**src/scba_pkg.sv**
```systemverilog
// shared types and constants of the size-class slot allocator
package scba_pkg;

   // field widths fixed by the command and result formats
   localparam int SIZE_W       = 16;
   localparam int CNT_FIELD_W  = 6;
   localparam int POOL_W       = 2;
   localparam int SLOT_FIELD_W = 5;
   localparam int STAT_W       = 32;
   localparam int CSR_IDX_W    = 3;
   localparam int NUM_POOLS    = 3;

   // pool selectors
   localparam logic [POOL_W-1:0] POOL_SMALL  = 2'd0;
   localparam logic [POOL_W-1:0] POOL_MEDIUM = 2'd1;
   localparam logic [POOL_W-1:0] POOL_LARGE  = 2'd2;

   // register indexes on the csr port
   localparam logic [CSR_IDX_W-1:0] REG_SMALL_SIZE   = 3'd0;
   localparam logic [CSR_IDX_W-1:0] REG_MEDIUM_SIZE  = 3'd1;
   localparam logic [CSR_IDX_W-1:0] REG_LARGE_SIZE   = 3'd2;
   localparam logic [CSR_IDX_W-1:0] REG_SMALL_COUNT  = 3'd3;
   localparam logic [CSR_IDX_W-1:0] REG_MEDIUM_COUNT = 3'd4;
   localparam logic [CSR_IDX_W-1:0] REG_LARGE_COUNT  = 3'd5;

   // reset values of the slot sizes and counts
   localparam logic [SIZE_W-1:0]      RESET_SMALL_SIZE  = 16'd64;
   localparam logic [SIZE_W-1:0]      RESET_MEDIUM_SIZE = 16'd256;
   localparam logic [SIZE_W-1:0]      RESET_LARGE_SIZE  = 16'd1024;
   localparam logic [CNT_FIELD_W-1:0] RESET_COUNT       = 6'd32;

   typedef enum logic [1:0] {
      CMD_ALLOC     = 2'd0,
      CMD_FREE      = 2'd1,
      CMD_READ_HIST = 2'd2,
      CMD_READ_EXH  = 2'd3
   } cmd_type;

   typedef enum logic [1:0] {
      ST_OK        = 2'd0,
      ST_FULL      = 2'd1,
      ST_TOO_LARGE = 2'd2,
      ST_BAD_INDEX = 2'd3
   } status_type;

   // one command beat
   typedef struct packed {
      cmd_type                   command;
      logic [SIZE_W-1:0]         capacity;
      logic [POOL_W-1:0]         pool;
      logic [CNT_FIELD_W-1:0]    slot_index;
   } req_type;

   // one result beat, plus the flag that takes stat from the histogram
   typedef struct packed {
      status_type                status;
      logic [POOL_W-1:0]         granted_pool;
      logic [SLOT_FIELD_W-1:0]   granted_slot;
      logic [SIZE_W-1:0]         granted_capacity;
      logic [STAT_W-1:0]         stat_value;
      logic                      hist_sel;
   } rsp_type;

   // histogram memory access for one beat
   typedef struct packed {
      logic rd_en;
      logic inc;
   } hist_ctrl_type;

endpackage

```
**src/scba_hist_ram.sv**
```systemverilog
// occupancy histogram memory with valid bits and increment write-back
module scba_hist_ram import scba_pkg::*; #(
   parameter int MAX_SLOTS    = 32,
   parameter int COUNTER_BITS = 32,
   localparam int HIST_DEPTH   = MAX_SLOTS + 1,
   localparam int HIST_ENTRIES = NUM_POOLS * HIST_DEPTH,
   localparam int HA_W         = $clog2(HIST_ENTRIES)
) (
   input  logic                    clock,
   input  logic                    reset,
   input  hist_ctrl_type           ctrl,
   input  logic [HA_W-1:0]         rd_addr,
   output logic [COUNTER_BITS-1:0] value
);

   logic [COUNTER_BITS-1:0] hist_mem [HIST_ENTRIES];
   logic [HIST_ENTRIES-1:0] vld_ff;
   logic [COUNTER_BITS-1:0] rd_data_ff;
   logic                    rd_vld_ff;
   logic                    inc_ff;
   logic [HA_W-1:0]         addr_ff;
   logic [COUNTER_BITS-1:0] wr_data;
   logic                    bypass;

   // an entry never written reads as zero
   assign value   = rd_vld_ff ? rd_data_ff : '0;
   assign wr_data = value + COUNTER_BITS'(1);
   // a read of the entry being written back takes the new count
   assign bypass  = inc_ff && (addr_ff == rd_addr);

   // memory write and registered read
   always_ff @(posedge clock) begin
      if (inc_ff) begin
         hist_mem[addr_ff] <= wr_data;
      end
      if (ctrl.rd_en) begin
         addr_ff <= rd_addr;
         if (bypass) begin
            rd_data_ff <= wr_data;
         end else begin
            rd_data_ff <= hist_mem[rd_addr];
         end
      end
   end

   // valid bits and write-back control
   always_ff @(posedge clock) begin
      if (reset) begin
         vld_ff    <= '0;
         rd_vld_ff <= 1'b0;
         inc_ff    <= 1'b0;
      end else begin
         inc_ff <= ctrl.rd_en && ctrl.inc;
         if (inc_ff) begin
            vld_ff[addr_ff] <= 1'b1;
         end
         if (ctrl.rd_en) begin
            rd_vld_ff <= bypass || vld_ff[rd_addr];
         end
      end
   end

endmodule

```
**config.mk**
```make
export PLATFORM = sky130hd
export DESIGN_NAME = scba_hist_ram
export DESIGN_NICKNAME = d
export VERILOG_FILES = /design/src/scba_pkg.sv /design/src/scba_hist_ram.sv
export SDC_FILE = /design/constraint.sdc
export NUM_CORES = 2
export LEC_CHECK = 0
export ABC_CLOCK_PERIOD_IN_PS = 12200
export BUFFER_PORTS_ARGS = -buffer_cell sky130_fd_sc_hd__buf_2
export CORE_MARGIN = 2
export CORE_UTILIZATION = 45
export CTS_CLUSTER_DIAMETER = 200
export DETAILED_ROUTE_END_ITERATION = 10
export GPL_ROUTABILITY_DRIVEN = 0
export PLACE_DENSITY = 0.64
export SLEW_MARGIN = 40
export SYNTH_ARGS = -nofsm -noshare
export SYNTH_HDL_FRONTEND = slang
export SYNTH_SLANG_ARGS = --single-unit
```
**constraint.sdc**
```tcl
create_clock -name clock -period 12.2 [get_ports clock]
set_clock_uncertainty 0.1 [all_clocks]
set_input_delay 1.22 -clock clock [delete_from_list [all_inputs] [get_ports clock]]
set_output_delay 1.22 -clock clock [all_outputs]
set_load 0.01 [all_outputs]
```
==> results.yml <==
clocking:
  cts_tree: "yes"
  cts_post_setup_buffers_inserted: 0
  cts_hold_buf: 0
  numCtsBuffers: 340
  ctsLongestPathBuffers: 4
  cts.sinks: 3308
  clk_pin_slew_worst_paths_ps: 60
  insertion_delay_ps: 910
  h-tree-depth: 5
  cts_root_buffer: "clkbuf_16"
  ctsResizeCount: 0
routing:
  ant_nets: 0
  dr_total_vias: 65799
  drt-initial-drc-count: 10960
  viasPerCell: 6.37
  drt_wl_total_mm: 375
  wire_per_inst_um: 36.3
  drcViolationCount: 0
  dr.pass1.iters: 6
power_and_ir_drop:
  comb_power_share: 0.054
  power_density_nw_per_um2: 165
  seqPwrFrac: 0.522
  power.share.switching: 0.218
  p_int_uw: 18800
  pwr-share-clk: 0.424
  p_sw_uw: 5230
  p_leak_uw: 0.0463
  peakVddDrop_uv: 133
worst_setup_path:
  worst_setup_path_end_kind: "flip-flop"
  cp-start-kind: "input port"
  cpPeakStageDelay_ps: 880
  path_max_fanout: 70
  crit_chain: "buf_8 -> buf_4 -> buf_4 -> mux4_2 -> a22oi_1 -> a21oi_1 -> nor4_2 -> o31ai_1 -> o211a_1"
  arrival_ps: 5400
  crit_top_cell: "buf_4"
  crit_type: "in -> reg"
  required_ps: 12740
  crit_slowest_cell: "nor4_2"
outcome:
  outcome: "complete, no violations"
synthesis:
  ys_top_cells_by_area: "edfxtp_1 75%, mux4_2 14%, mux2i_1 1.7%, dfxtp_1 1.6%, nor2_1 1.1%"
  synthCells: 5977
  synth_top_area_frac: 0.753
  yosysSeqAreaShare: 0.769
  synthAdderAreaFrac: 0.0000978
  synth-edff-count: 3207
  synth_compound_area_frac: 0.0231
  yosysTopAreaCell: "edfxtp_1"
  yosysWarnings: 0
  synth_flop_cell: "edfxtp_1"
  synth_xor_area_frac: 0.00251
  synth_simple_gate_area_share: 0.0280
  synth.net_count: 5989
  async_flop_share: 0
  synth_top_family_by_area: "multiplexers"
  synthDistinctLibCells: 79
  ys_ff_latch: 3308
  syn_avg_cell_area_um2: 21.4
  synthMuxAreaShare: 0.162
  netlist_area_um2: 128000
die:
  row_count: 195
  initial_core_util: 0.453
  die_x_um: 537
  die-height_um: 537
  design.core.area_um2: 283000
  io_pins: 43
  die_area_um2: 288000
finish:
  drive_above_1_share: 0.278
  fillers: 21958
  layout_common_cells: "3207 x edfxtp_1, 798 x mux4_2, 346 x clkbuf_16"
  nets: 6309
  syn2layout_area_growth_pct: 13.7
  final_common_cell: "edfxtp_1"
sta:
  max-slew-margin-rel: 0.329
  fin_crit_sh: 0.399
  setup_violations: 0
  hold_violations: 0
  grt_setup_unrepaired: "no"
  tns_ps: 0
  max_clock_freq_ghz: 0.205
  period_needed_ps: 4870
  tightest_slew_ps: 1010
  fin_ws_ps: 7330
  slew_viol_final: 0
grt:
  overflow: 0
  busiest_layer: "met2"
  antenna_found_initial: 26
  grt_pass1_wl_mm: 517
  grt_util_met1: 0.354
  use_met2: 0.390
  track_usage: 0.258
  grt_util_met3: 0.0680
  grt_max_degree: 119
  grt_pass1_vias: 64377
placed_design:
  hpwl_mm: 211
  portBuffers: 42
  dp_slack_ps: 6480
worst_hold_path:
  hp-class: "reg -> reg"
job:
  cap_violations: 0
## per-layer routing
layer  part of all wire  vias to the layer above
met3               0.12                      783
met2               0.46                     4254
met4              0.054                       10
met5            0.00018                        -
li1                   -                    25582
met1               0.37                    35170
## area by class of cell
| class | instances | area, µm² | share of cell area |
|---|---|---|---|
| diodes | 13 | 32.5 | 0.000224 |
| flip-flops and latches | 3308 | 98300 | 0.676 |
| clock buffers | 446 | 9150 | 0.0629 |
| well taps | 3743 | 4680 | 0.0322 |
| multi-input cells | 2328 | 28800 | 0.198 |
| repair buffers | 302 | 2680 | 0.0184 |
| inverters | 17 | 78.8 | 0.000542 |
| clock inverters | 166 | 1650 | 0.0113 |
## power by group through the flow
stage / sequential, µW / combinational (µW) / clock, µW
floorplan: 12800 / 713 / 0
global placement: 12800 / 1220 / 0
detailed placement: 12800 / 1260 / 0
CTS: 12500 / 1260 / 10300
global route: 12500 / 1330 / 10700
finish: 12500 / 1290 / 10200
## cells by family after synthesis
| group | Yosys count |
|---|---|
| flops | 3308 |
| mux | 1064 |
| simple gates | 816 |
| compound gates | 412 |
| buf+inv | 341 |
| xor+xnor | 35 |
| fa+ha+maj | 1 |
## worst max-delay path, delay by kind of cell
kind | cells | cell delay (ps)
buffers and inverters | 3 | 1820
multiplexers | 1 | 420
AND/OR/NAND/NOR | 1 | 880
AO/OA/AOI/OAI | 4 | 830
## sequential cells by signal (all words and copies together) (netlist names)
register    cells
addr_ff         7
hist_mem     3168
inc_ff          1
rd_data_ff     32
rd_vld_ff       1
vld_ff         99
## synthesized netlist by cell type (all sizes together), types with 6 or more instances
library cell	count
o221ai	6
xnor2	29
o211ai	17
mux2i	220
o2111ai	11
dfxtp	101
o21ai	52
nand3	52
nor4	12
nor2	368
a211oi	44
nand4	25
buf	229
a22o	13
nor3	21
o22ai	36
a221oi	23
mux2	46
nand2	225
a32oi	20
nand2b	18
mux4	798
clkbuf	95
and3	9
nor2b	23
a21oi	64
and2	45
a31oi	12
and4	6
inv	17
a2111oi	19
edfxtp	3207
xor2	6
a22oi	51
## metrics by stage
stage          hold WS [ps]  area (µm²)   util  std cells  power [µW]
6_report                364      145000  0.515      10323       24000
5_1_grt                 385      145000  0.515      10316       24500
4_1_cts                 367      145000  0.514      10303       24100
3_5_place_dp            354      134000  0.476       9691       14000
3_3_place_gp            344      134000  0.474       9671       14000
2_1_floorplan           335      128000      -       5977       13500
## worst paths after layout
check	cells past startpoint	slack [ps]	to	startpoint
setup / recovery	9	7330	rd_data_ff[26]	rd_addr[1]
hold / removal	2	360	vld_ff[10]	vld_ff[10]
setup reg to reg	9	7330	hist_mem[10][28]	rd_vld_ff
hold reg to reg	2	360	vld_ff[10]	vld_ff[10]
(Power assumes the default switching activity.)
