File: config.mk
export PLATFORM = sky130hd
export DESIGN_NAME = scba_pool_ctrl
export DESIGN_NICKNAME = d
export VERILOG_FILES = /design/src/scba_pkg.sv /design/src/scba_pool_ctrl.sv
export SDC_FILE = /design/constraint.sdc
export NUM_CORES = 1
export LEC_CHECK = 0
export BUFFER_PORTS_ARGS = -buffer_cell sky130_fd_sc_hd__buf_2
export CAP_MARGIN = 10
export CORE_UTILIZATION = 39
export CTS_BUF_LIST = sky130_fd_sc_hd__clkbuf_8
export DETAILED_ROUTE_END_ITERATION = 8
export PLACE_DENSITY = 0.56
export SETUP_SLACK_MARGIN = 0.5
export SYNTH_ARGS = -nofsm -noshare
export SYNTH_HDL_FRONTEND = slang
export SYNTH_SLANG_ARGS = --single-unit
export TNS_END_PERCENT = 50
File: constraint.sdc
create_clock -name clock -period 8.4 [get_ports clock]
set_input_delay 0.42 -clock clock [delete_from_list [all_inputs] [get_ports clock]]
set_output_delay 0.42 -clock clock [all_outputs]
set_load 0.1 [all_outputs]
File: src/scba_pkg.sv
// shared types and constants of the size-class slot allocator
package scba_pkg;

   // field widths fixed by the command and result formats
   localparam int SIZE_W       = 16;
   localparam int CNT_FIELD_W  = 6;
   localparam int POOL_W       = 2;
   localparam int SLOT_FIELD_W = 5;
   localparam int STAT_W       = 32;
   localparam int CSR_IDX_W    = 3;
   localparam int NUM_POOLS    = 3;

   // pool selectors
   localparam logic [POOL_W-1:0] POOL_SMALL  = 2'd0;
   localparam logic [POOL_W-1:0] POOL_MEDIUM = 2'd1;
   localparam logic [POOL_W-1:0] POOL_LARGE  = 2'd2;

   // register indexes on the csr port
   localparam logic [CSR_IDX_W-1:0] REG_SMALL_SIZE   = 3'd0;
   localparam logic [CSR_IDX_W-1:0] REG_MEDIUM_SIZE  = 3'd1;
   localparam logic [CSR_IDX_W-1:0] REG_LARGE_SIZE   = 3'd2;
   localparam logic [CSR_IDX_W-1:0] REG_SMALL_COUNT  = 3'd3;
   localparam logic [CSR_IDX_W-1:0] REG_MEDIUM_COUNT = 3'd4;
   localparam logic [CSR_IDX_W-1:0] REG_LARGE_COUNT  = 3'd5;

   // reset values of the slot sizes and counts
   localparam logic [SIZE_W-1:0]      RESET_SMALL_SIZE  = 16'd64;
   localparam logic [SIZE_W-1:0]      RESET_MEDIUM_SIZE = 16'd256;
   localparam logic [SIZE_W-1:0]      RESET_LARGE_SIZE  = 16'd1024;
   localparam logic [CNT_FIELD_W-1:0] RESET_COUNT       = 6'd32;

   typedef enum logic [1:0] {
      CMD_ALLOC     = 2'd0,
      CMD_FREE      = 2'd1,
      CMD_READ_HIST = 2'd2,
      CMD_READ_EXH  = 2'd3
   } cmd_type;

   typedef enum logic [1:0] {
      ST_OK        = 2'd0,
      ST_FULL      = 2'd1,
      ST_TOO_LARGE = 2'd2,
      ST_BAD_INDEX = 2'd3
   } status_type;

   // one command beat
   typedef struct packed {
      cmd_type                   command;
      logic [SIZE_W-1:0]         capacity;
      logic [POOL_W-1:0]         pool;
      logic [CNT_FIELD_W-1:0]    slot_index;
   } req_type;

   // one result beat, plus the flag that takes stat from the histogram
   typedef struct packed {
      status_type                status;
      logic [POOL_W-1:0]         granted_pool;
      logic [SLOT_FIELD_W-1:0]   granted_slot;
      logic [SIZE_W-1:0]         granted_capacity;
      logic [STAT_W-1:0]         stat_value;
      logic                      hist_sel;
   } rsp_type;

   // histogram memory access for one beat
   typedef struct packed {
      logic rd_en;
      logic inc;
   } hist_ctrl_type;

endpackage

File: src/scba_pool_ctrl.sv
// pool state, allocate and free decisions and exhaustion counters
module scba_pool_ctrl import scba_pkg::*; #(
   parameter int MAX_SLOTS    = 32,
   parameter int COUNTER_BITS = 32,
   localparam int CNT_W        = $clog2(MAX_SLOTS + 1),
   localparam int SLOT_W       = (MAX_SLOTS > 1) ? $clog2(MAX_SLOTS) : 1,
   localparam int HIST_DEPTH   = MAX_SLOTS + 1,
   localparam int HIST_ENTRIES = NUM_POOLS * HIST_DEPTH,
   localparam int HA_W         = $clog2(HIST_ENTRIES)
) (
   input  logic                  clock,
   input  logic                  reset,
   input  logic                  csr_we,
   input  logic [CSR_IDX_W-1:0]  csr_index,
   input  logic [SIZE_W-1:0]     csr_data,
   input  logic                  item_vld,
   input  req_type               item,
   output rsp_type               res_in,
   output logic [HA_W-1:0]       hist_addr,
   output hist_ctrl_type         hist_ctrl
);

   logic [SIZE_W-1:0]       size_ff  [NUM_POOLS];
   logic [CNT_W-1:0]        count_ff [NUM_POOLS];
   logic [CNT_W-1:0]        nfree_ff [NUM_POOLS];
   logic [MAX_SLOTS-1:0]    map_ff   [NUM_POOLS];
   logic [COUNTER_BITS-1:0] exh_ff   [NUM_POOLS];

   logic [NUM_POOLS-1:0] fit;
   logic [NUM_POOLS-1:0] nonempty;
   logic [NUM_POOLS-1:0] bump;
   logic                 found;
   logic [POOL_W-1:0]    gp;
   logic [MAX_SLOTS-1:0] gmap;
   logic [SLOT_W-1:0]    gslot;
   logic [CNT_W-1:0]     used;
   logic [POOL_W-1:0]    psel;
   logic                 pool_bad;
   logic                 free_bad;
   logic                 hist_bad;
   logic [SLOT_W-1:0]    fslot;

   // count register value, clamped to the pool depth
   function automatic logic [CNT_W-1:0] clamp_count(input logic [CNT_FIELD_W-1:0] v);
      logic [CNT_W-1:0] c;
      if (v > CNT_FIELD_W'(MAX_SLOTS)) begin
         c = CNT_W'(MAX_SLOTS);
      end else begin
         c = CNT_W'(v);
      end
      return c;
   endfunction

   // free bitmap with the low count bits set
   function automatic logic [MAX_SLOTS-1:0] full_map(input logic [CNT_W-1:0] c);
      logic [MAX_SLOTS-1:0] m;
      for (int i = 0; i < MAX_SLOTS; i++) begin
         m[i] = CNT_W'(i) < c;
      end
      return m;
   endfunction

   // first histogram entry of a pool
   function automatic logic [HA_W-1:0] pool_base(input logic [POOL_W-1:0] p);
      return HA_W'(p) * HA_W'(HIST_DEPTH);
   endfunction

   // pool search: first fitting pool with a free slot, small before medium before large
   always_comb begin
      found = 1'b0;
      gp    = POOL_SMALL;
      for (int p = 0; p < NUM_POOLS; p++) begin
         fit[p]      = item.capacity <= size_ff[p];
         nonempty[p] = |map_ff[p];
         bump[p]     = fit[p] && !found && !nonempty[p];
         if (fit[p] && nonempty[p] && !found) begin
            found = 1'b1;
            gp    = POOL_W'(p);
         end
      end
   end

   // lowest free slot and occupancy after the grant
   always_comb begin
      gmap  = map_ff[gp];
      gslot = '0;
      for (int i = MAX_SLOTS - 1; i >= 0; i--) begin
         if (gmap[i]) begin
            gslot = SLOT_W'(i);
         end
      end
      used = count_ff[gp] - nfree_ff[gp] + CNT_W'(1);
   end

   // free and read checks
   always_comb begin
      pool_bad = item.pool >= POOL_W'(NUM_POOLS);
      psel     = pool_bad ? POOL_SMALL : item.pool;
      fslot    = item.slot_index[SLOT_W-1:0];
      free_bad = pool_bad || (item.slot_index >= CNT_FIELD_W'(count_ff[psel])) ||
                 map_ff[psel][fslot];
      hist_bad = pool_bad || (item.slot_index > CNT_FIELD_W'(count_ff[psel]));
   end

   // result of this beat
   always_comb begin
      res_in          = '0;
      res_in.status   = ST_OK;
      hist_addr       = '0;
      hist_ctrl.rd_en = 1'b0;
      hist_ctrl.inc   = 1'b0;
      case (item.command)
         CMD_ALLOC: begin
            if (found) begin
               res_in.granted_pool     = gp;
               res_in.granted_slot     = SLOT_FIELD_W'(gslot);
               res_in.granted_capacity = size_ff[gp];
               hist_addr               = pool_base(gp) + HA_W'(used);
               hist_ctrl.rd_en         = item_vld;
               hist_ctrl.inc           = item_vld;
            end else if (|fit) begin
               res_in.status = ST_FULL;
            end else begin
               res_in.status = ST_TOO_LARGE;
            end
         end
         CMD_FREE: begin
            if (free_bad) begin
               res_in.status = ST_BAD_INDEX;
            end
         end
         CMD_READ_HIST: begin
            if (hist_bad) begin
               res_in.status = ST_BAD_INDEX;
            end else begin
               res_in.hist_sel = 1'b1;
               hist_addr       = pool_base(psel) + HA_W'(item.slot_index);
               hist_ctrl.rd_en = item_vld;
            end
         end
         CMD_READ_EXH: begin
            if (pool_bad) begin
               res_in.status = ST_BAD_INDEX;
            end else begin
               res_in.stat_value = STAT_W'(exh_ff[psel]);
            end
         end
         default: begin
            res_in.status = ST_OK;
         end
      endcase
   end

   // pool state registers
   always_ff @(posedge clock) begin
      if (reset) begin
         size_ff[0] <= RESET_SMALL_SIZE;
         size_ff[1] <= RESET_MEDIUM_SIZE;
         size_ff[2] <= RESET_LARGE_SIZE;
         for (int p = 0; p < NUM_POOLS; p++) begin
            count_ff[p] <= clamp_count(RESET_COUNT);
            nfree_ff[p] <= clamp_count(RESET_COUNT);
            map_ff[p]   <= full_map(clamp_count(RESET_COUNT));
            exh_ff[p]   <= '0;
         end
      end else begin
         if (item_vld) begin
            case (item.command)
               CMD_ALLOC: begin
                  for (int p = 0; p < NUM_POOLS; p++) begin
                     if (bump[p]) begin
                        exh_ff[p] <= exh_ff[p] + COUNTER_BITS'(1);
                     end
                  end
                  if (found) begin
                     map_ff[gp][gslot] <= 1'b0;
                     nfree_ff[gp]      <= nfree_ff[gp] - CNT_W'(1);
                  end
               end
               CMD_FREE: begin
                  if (!free_bad) begin
                     map_ff[psel][fslot] <= 1'b1;
                     nfree_ff[psel]      <= nfree_ff[psel] + CNT_W'(1);
                  end
               end
               default: begin
               end
            endcase
         end
         // register writes must only arrive while idle; the block does not enforce this
         if (csr_we) begin
            unique case (csr_index)
               REG_SMALL_SIZE:   size_ff[0] <= csr_data;
               REG_MEDIUM_SIZE:  size_ff[1] <= csr_data;
               REG_LARGE_SIZE:   size_ff[2] <= csr_data;
               REG_SMALL_COUNT: begin
                  count_ff[0] <= clamp_count(csr_data[CNT_FIELD_W-1:0]);
                  nfree_ff[0] <= clamp_count(csr_data[CNT_FIELD_W-1:0]);
                  map_ff[0]   <= full_map(clamp_count(csr_data[CNT_FIELD_W-1:0]));
               end
               REG_MEDIUM_COUNT: begin
                  count_ff[1] <= clamp_count(csr_data[CNT_FIELD_W-1:0]);
                  nfree_ff[1] <= clamp_count(csr_data[CNT_FIELD_W-1:0]);
                  map_ff[1]   <= full_map(clamp_count(csr_data[CNT_FIELD_W-1:0]));
               end
               REG_LARGE_COUNT: begin
                  count_ff[2] <= clamp_count(csr_data[CNT_FIELD_W-1:0]);
                  nfree_ff[2] <= clamp_count(csr_data[CNT_FIELD_W-1:0]);
                  map_ff[2]   <= full_map(clamp_count(csr_data[CNT_FIELD_W-1:0]));
               end
               default: begin
               end
            endcase
         end
      end
   end

   // free count tracks the bitmap
   a_nfree_match: assert property (@(posedge clock) disable iff (reset)
      (nfree_ff[0] == CNT_W'($countones(map_ff[0]))) &&
      (nfree_ff[1] == CNT_W'($countones(map_ff[1]))) &&
      (nfree_ff[2] == CNT_W'($countones(map_ff[2]))))
      else $error("free count out of step with bitmap");

   // no free bit above the pool count
   a_map_in_range: assert property (@(posedge clock) disable iff (reset)
      ((map_ff[0] >> count_ff[0]) == '0) &&
      ((map_ff[1] >> count_ff[1]) == '0) &&
      ((map_ff[2] >> count_ff[2]) == '0))
      else $error("free bit beyond pool count");

endmodule

==> results.txt <==
The flow ran to the end, and the final reports show no timing, DRC or antenna violations. The tools report the cell area after synthesis as 21300 µm². In this run, post-CTS hold repair placed 3 buffers.

The logs give 0 ns for the total negative setup slack and 0 for the count of final max-slew check failures. The logs give 0.395 for the effective utilization at floorplan and 0 for the count of antenna-violating nets left after detailed routing. The routed design could run at a clock period as short as 7.44 ns. In this run the mean area of a mapped cell was 8.76 µm². Following the worst setup path forward leads to its endpoint at hist_addr[6]. The clock edge transition at the registers on the reported setup and hold paths is 0.06 ns. The netlist uses 89 different library cells.

The logs give 4.71 mW for the power after layout and 103 µV for the maximum resistive drop on vdd. In the routed design, unresolved DRC markers number 0. Fill cells in the final layout number 5274.

Type of the setup path with the least slack: flop to output port. Total number of clock tree sinks: 314. From synthesis to final layout, the design area changed by 12.2%. Yosys printed 0 warnings.

The type of the most critical hold path is input port to flop. Setup repair after global routing left no endpoint under its margin. Row count: 85. Synthesis produced a netlist whose cell count is 2428. STA classifies the critical path startpoint as a flop.

The tools report the part of the Yosys area used for sequential elements as 0.383. For this run, the leading register cell type out of synthesis is sky130_fd_sc_hd__edfxtp_1. The region available for standard cell placement spans 53800 µm². The number of cells on the worst reg-to-reg path is 14. Based on the critical path, the design can be clocked at up to 134 MHz.

In the final routed layout, each cell accounts on average for 24.5 µm. The first-pass GRT wire length is 119000 µm. The data arrival time of the critical path was 7.02 ns; the number of iterations in the first detailed-routing pass was 5. After synthesis, the largest family of logic cells by area is simple AND/OR/NAND/NOR gates. The share of synthesized area spent on multiplexers is 0.0784. Library cell used as clock root buffer: sky130_fd_sc_hd__clkbuf_8. The run gives 2 as the initial antenna violation count. The worst setup path is captured at an output port. The number of nets in the finished design came out at 2617. The clock passes through at most 3 buffers. The setup slack of the worst register-to-register path came out at 1.87 ns.

The count of cells resized by post-cts repair is 0. The headroom to the max-slew limit came out at 0.197. In this run the critical register-to-register path is captured at map_ff[1][10].

The floorplan step set the die height to 236 µm. On the final layout, the worst clock skew is 0.0444 ns. The logs give 0 for the number of endpoints with negative hold slack in the final report and 2636 for the number of DRC violations after detailed-routing iteration 0. The H-tree generated during clock tree synthesis spans 2 levels. Data on the critical path is required at its endpoint by 7.98 ns. In this run the tool buffered the top-level ports with 115 buffer cells.

The number of buffers added for setup after CTS was 0; the worst-margin pin slew was 1.20 ns. During I/O placement, the number of pins put on the boundary was 116. Clock buffer count from CTS: 57. The number of setup violations in the final report was 0. The share of cells above drive strength 1 is 0.136, and the overall overflow remaining after global route is 0. The aggregate global-route resource usage was 0.278; the share of flip-flops with an asynchronous set or reset after synthesis was 0. Summed over all nets, the half-perimeter wirelength after detailed placement is 53900 µm.

The register bit total from synthesis was 314. Number of flops mapped to enable cells by yosys: 186. The fraction of the cycle the final worst path needs is 0.885, and the xor-xnor portion of the synthesized cell area is 0.0465. The later pin in the worst-skew pair is clocked with a latency of 0.69 ns. The cell type with the largest total area after synthesis was sky130_fd_sc_hd__edfxtp_1. The die is 236 µm wide. Routed via count divided by cell count: 6.27. TritonCTS built the clock tree.

Post-detailed-routing wire length: 79100 µm. The routed layout has 20200 vias. The arithmetic-cell share of the synthesized area counting full adders, half adders and majority gates was 0.0504; the final estimated routing congestion in global placement was 0.987.

The via count of the first global-routing pass is 19600. The analysis attributes to cell leakage a power of 9.15 nW. The post-synthesis share of cell area spent on and, or, nand and nor gates is 0.216, and the post-synthesis compound-gate area fraction is 0.177. In the post-synthesis netlist, the biggest area contributors are sky130_fd_sc_hd__edfxtp_1, sky130_fd_sc_hd__dfxtp_1, sky130_fd_sc_hd__nor2_1.

The number of max-capacitance violations reported is 0. In the final layout, flip-flops and latches occupy 8150 µm². The tools report the start point of the critical path as map_ff[0][29].

In this run the critical register-to-register path is launched from map_ff[0][29]. The number of nets in the synthesized netlist is 2561. The largest net degree at the start of global routing was 70; the area enclosed by the die boundary was 55500 µm². Along the worst path, the maximum fanout reaches 20.

The top cell type's share of synthesized area was 0.262; the total power divided by cell area was 197 nW/µm². The multi-input combinational cells in the finished layout cover a total of 12200 µm².
## cells by family after synthesis
logic type,Yosys count
multiplexers,110
XOR/XNOR,113
AO/OA/AOI/OAI,585
buffers and inverters,264
adder cells (fa/ha/maj),84
flip-flops,314
AND/OR/NAND/NOR,958
## report_power, final
| group | internal (mW) | switching (mW) |
|---|---|---|
| sequential | 1.72 | 0.0967 |
| clock | 0.968 | 0.725 |
| combinational | 0.382 | 0.825 |
## flip-flops by register name (all words and copies together) (netlist names)
register	count
count_ff	18
exh_ff	96
map_ff	128
nfree_ff	24
size_ff	48
## worst min-delay path by stage
stage                        startpoint             to  slack (ns)  cells past startpoint
after floorplan            map_ff[3][0]   map_ff[3][0]        0.40                      1
after global placement     map_ff[3][0]   map_ff[3][0]        0.41                      1
after detailed placement  map_ff[3][17]  map_ff[3][17]        0.42                      1
after CTS                   csr_data[7]  size_ff[0][7]        0.04                      2
after global routing        csr_data[7]  size_ff[0][7]        0.05                      2
final                       csr_data[7]  size_ff[2][7]        0.07                      2
## metrics by stage
| stage | util | worst slack (ns) | hold WS, ns | std cells | cell area [µm²] |
|---|---|---|---|---|---|
| after floorplan | - | 1.48 | 0.400 | 2428 | 21300 |
| after global placement | 0.419 | 1.90 | 0.409 | 3118 | 22500 |
| after detailed placement | 0.419 | 1.84 | 0.416 | 3118 | 22500 |
| after CTS | 0.444 | 1.06 | 0.0369 | 3226 | 23900 |
| after global routing | 0.444 | 0.515 | 0.0486 | 3227 | 23900 |
| final | 0.444 | 0.965 | 0.0726 | 3228 | 23900 |
## Yosys cell counts, types with 41 or more instances
cell / instances
sky130_fd_sc_hd__a211oi_1: 65
sky130_fd_sc_hd__a21oi_1: 193
sky130_fd_sc_hd__clkbuf_1: 129
sky130_fd_sc_hd__dfxtp_1: 128
sky130_fd_sc_hd__edfxtp_1: 186
sky130_fd_sc_hd__ha_1: 81
sky130_fd_sc_hd__inv_1: 98
sky130_fd_sc_hd__mux2i_1: 61
sky130_fd_sc_hd__mux4_2: 45
sky130_fd_sc_hd__nand2_1: 167
sky130_fd_sc_hd__nand3_1: 64
sky130_fd_sc_hd__nor2_1: 385
sky130_fd_sc_hd__nor4_1: 84
sky130_fd_sc_hd__o21ai_0: 70
sky130_fd_sc_hd__o22ai_1: 79
sky130_fd_sc_hd__xnor2_1: 41
sky130_fd_sc_hd__xor2_1: 72
## cell type report
type                    instances  area share
multi-input cells            1850       0.512
inverters                     102      0.0160
flip-flops and latches        314       0.341
repair buffers                159      0.0395
diodes                          2    0.000210
clock inverters                39      0.0167
well taps                     696      0.0365
clock buffers                  66      0.0380
## routing by layer
metal | vias to the layer above | part of all wire | GRT usage
met5 | - | 0 | 0
met4 | 0 | 0.042 | 0.122
met3 | 234 | 0.10 | 0.0591
met2 | 1124 | 0.44 | 0.427
met1 | 9762 | 0.42 | 0.376
li1 | 9124 | - | -
## worst max-delay path, stage by stage, from the launching register on
cell	delay, ns
sky130_fd_sc_hd__dfxtp_1	0.35
sky130_fd_sc_hd__or4_1	0.62
sky130_fd_sc_hd__nor4_1	0.98
sky130_fd_sc_hd__a22oi_1	0.29
sky130_fd_sc_hd__o221ai_2	0.16
sky130_fd_sc_hd__o211ai_2	0.15
sky130_fd_sc_hd__buf_4	0.26
sky130_fd_sc_hd__inv_2	0.28
sky130_fd_sc_hd__nand2_1	0.09
sky130_fd_sc_hd__a21oi_1	0.13
sky130_fd_sc_hd__a21oi_1	0.15
sky130_fd_sc_hd__ha_1	0.27
sky130_fd_sc_hd__ha_1	0.21
sky130_fd_sc_hd__fa_1	0.40
sky130_fd_sc_hd__a21o_1	0.17
sky130_fd_sc_hd__a21oi_1	0.16
sky130_fd_sc_hd__xnor2_1	0.15
sky130_fd_sc_hd__xnor2_1	0.15
sky130_fd_sc_hd__xnor2_1	0.14
sky130_fd_sc_hd__ha_1	0.27
sky130_fd_sc_hd__nand3_1	0.09
sky130_fd_sc_hd__xor2_1	0.18
sky130_fd_sc_hd__xnor2_1	0.14
sky130_fd_sc_hd__a22oi_1	0.11
sky130_fd_sc_hd__nor2_1	0.22
sky130_fd_sc_hd__buf_12	0.21
## placed cells by master (no fill, tap or decap), types with 61 or more instances in the layout
master and n:
sky130_fd_sc_hd__edfxtp_1 186, sky130_fd_sc_hd__mux2i_1 61, sky130_fd_sc_hd__ha_1 79, sky130_fd_sc_hd__a21oi_1 192, sky130_fd_sc_hd__o21ai_0 70, sky130_fd_sc_hd__nor4_1 84
sky130_fd_sc_hd__clkbuf_8 66, sky130_fd_sc_hd__nand2_1 167, sky130_fd_sc_hd__nor2_1 381, sky130_fd_sc_hd__buf_2 113, sky130_fd_sc_hd__inv_1 109, sky130_fd_sc_hd__o22ai_1 79
sky130_fd_sc_hd__nand3_1 64, sky130_fd_sc_hd__xor2_1 72, sky130_fd_sc_hd__a211oi_1 65, sky130_fd_sc_hd__dfxtp_1 128
(Power assumes the default switching activity.)
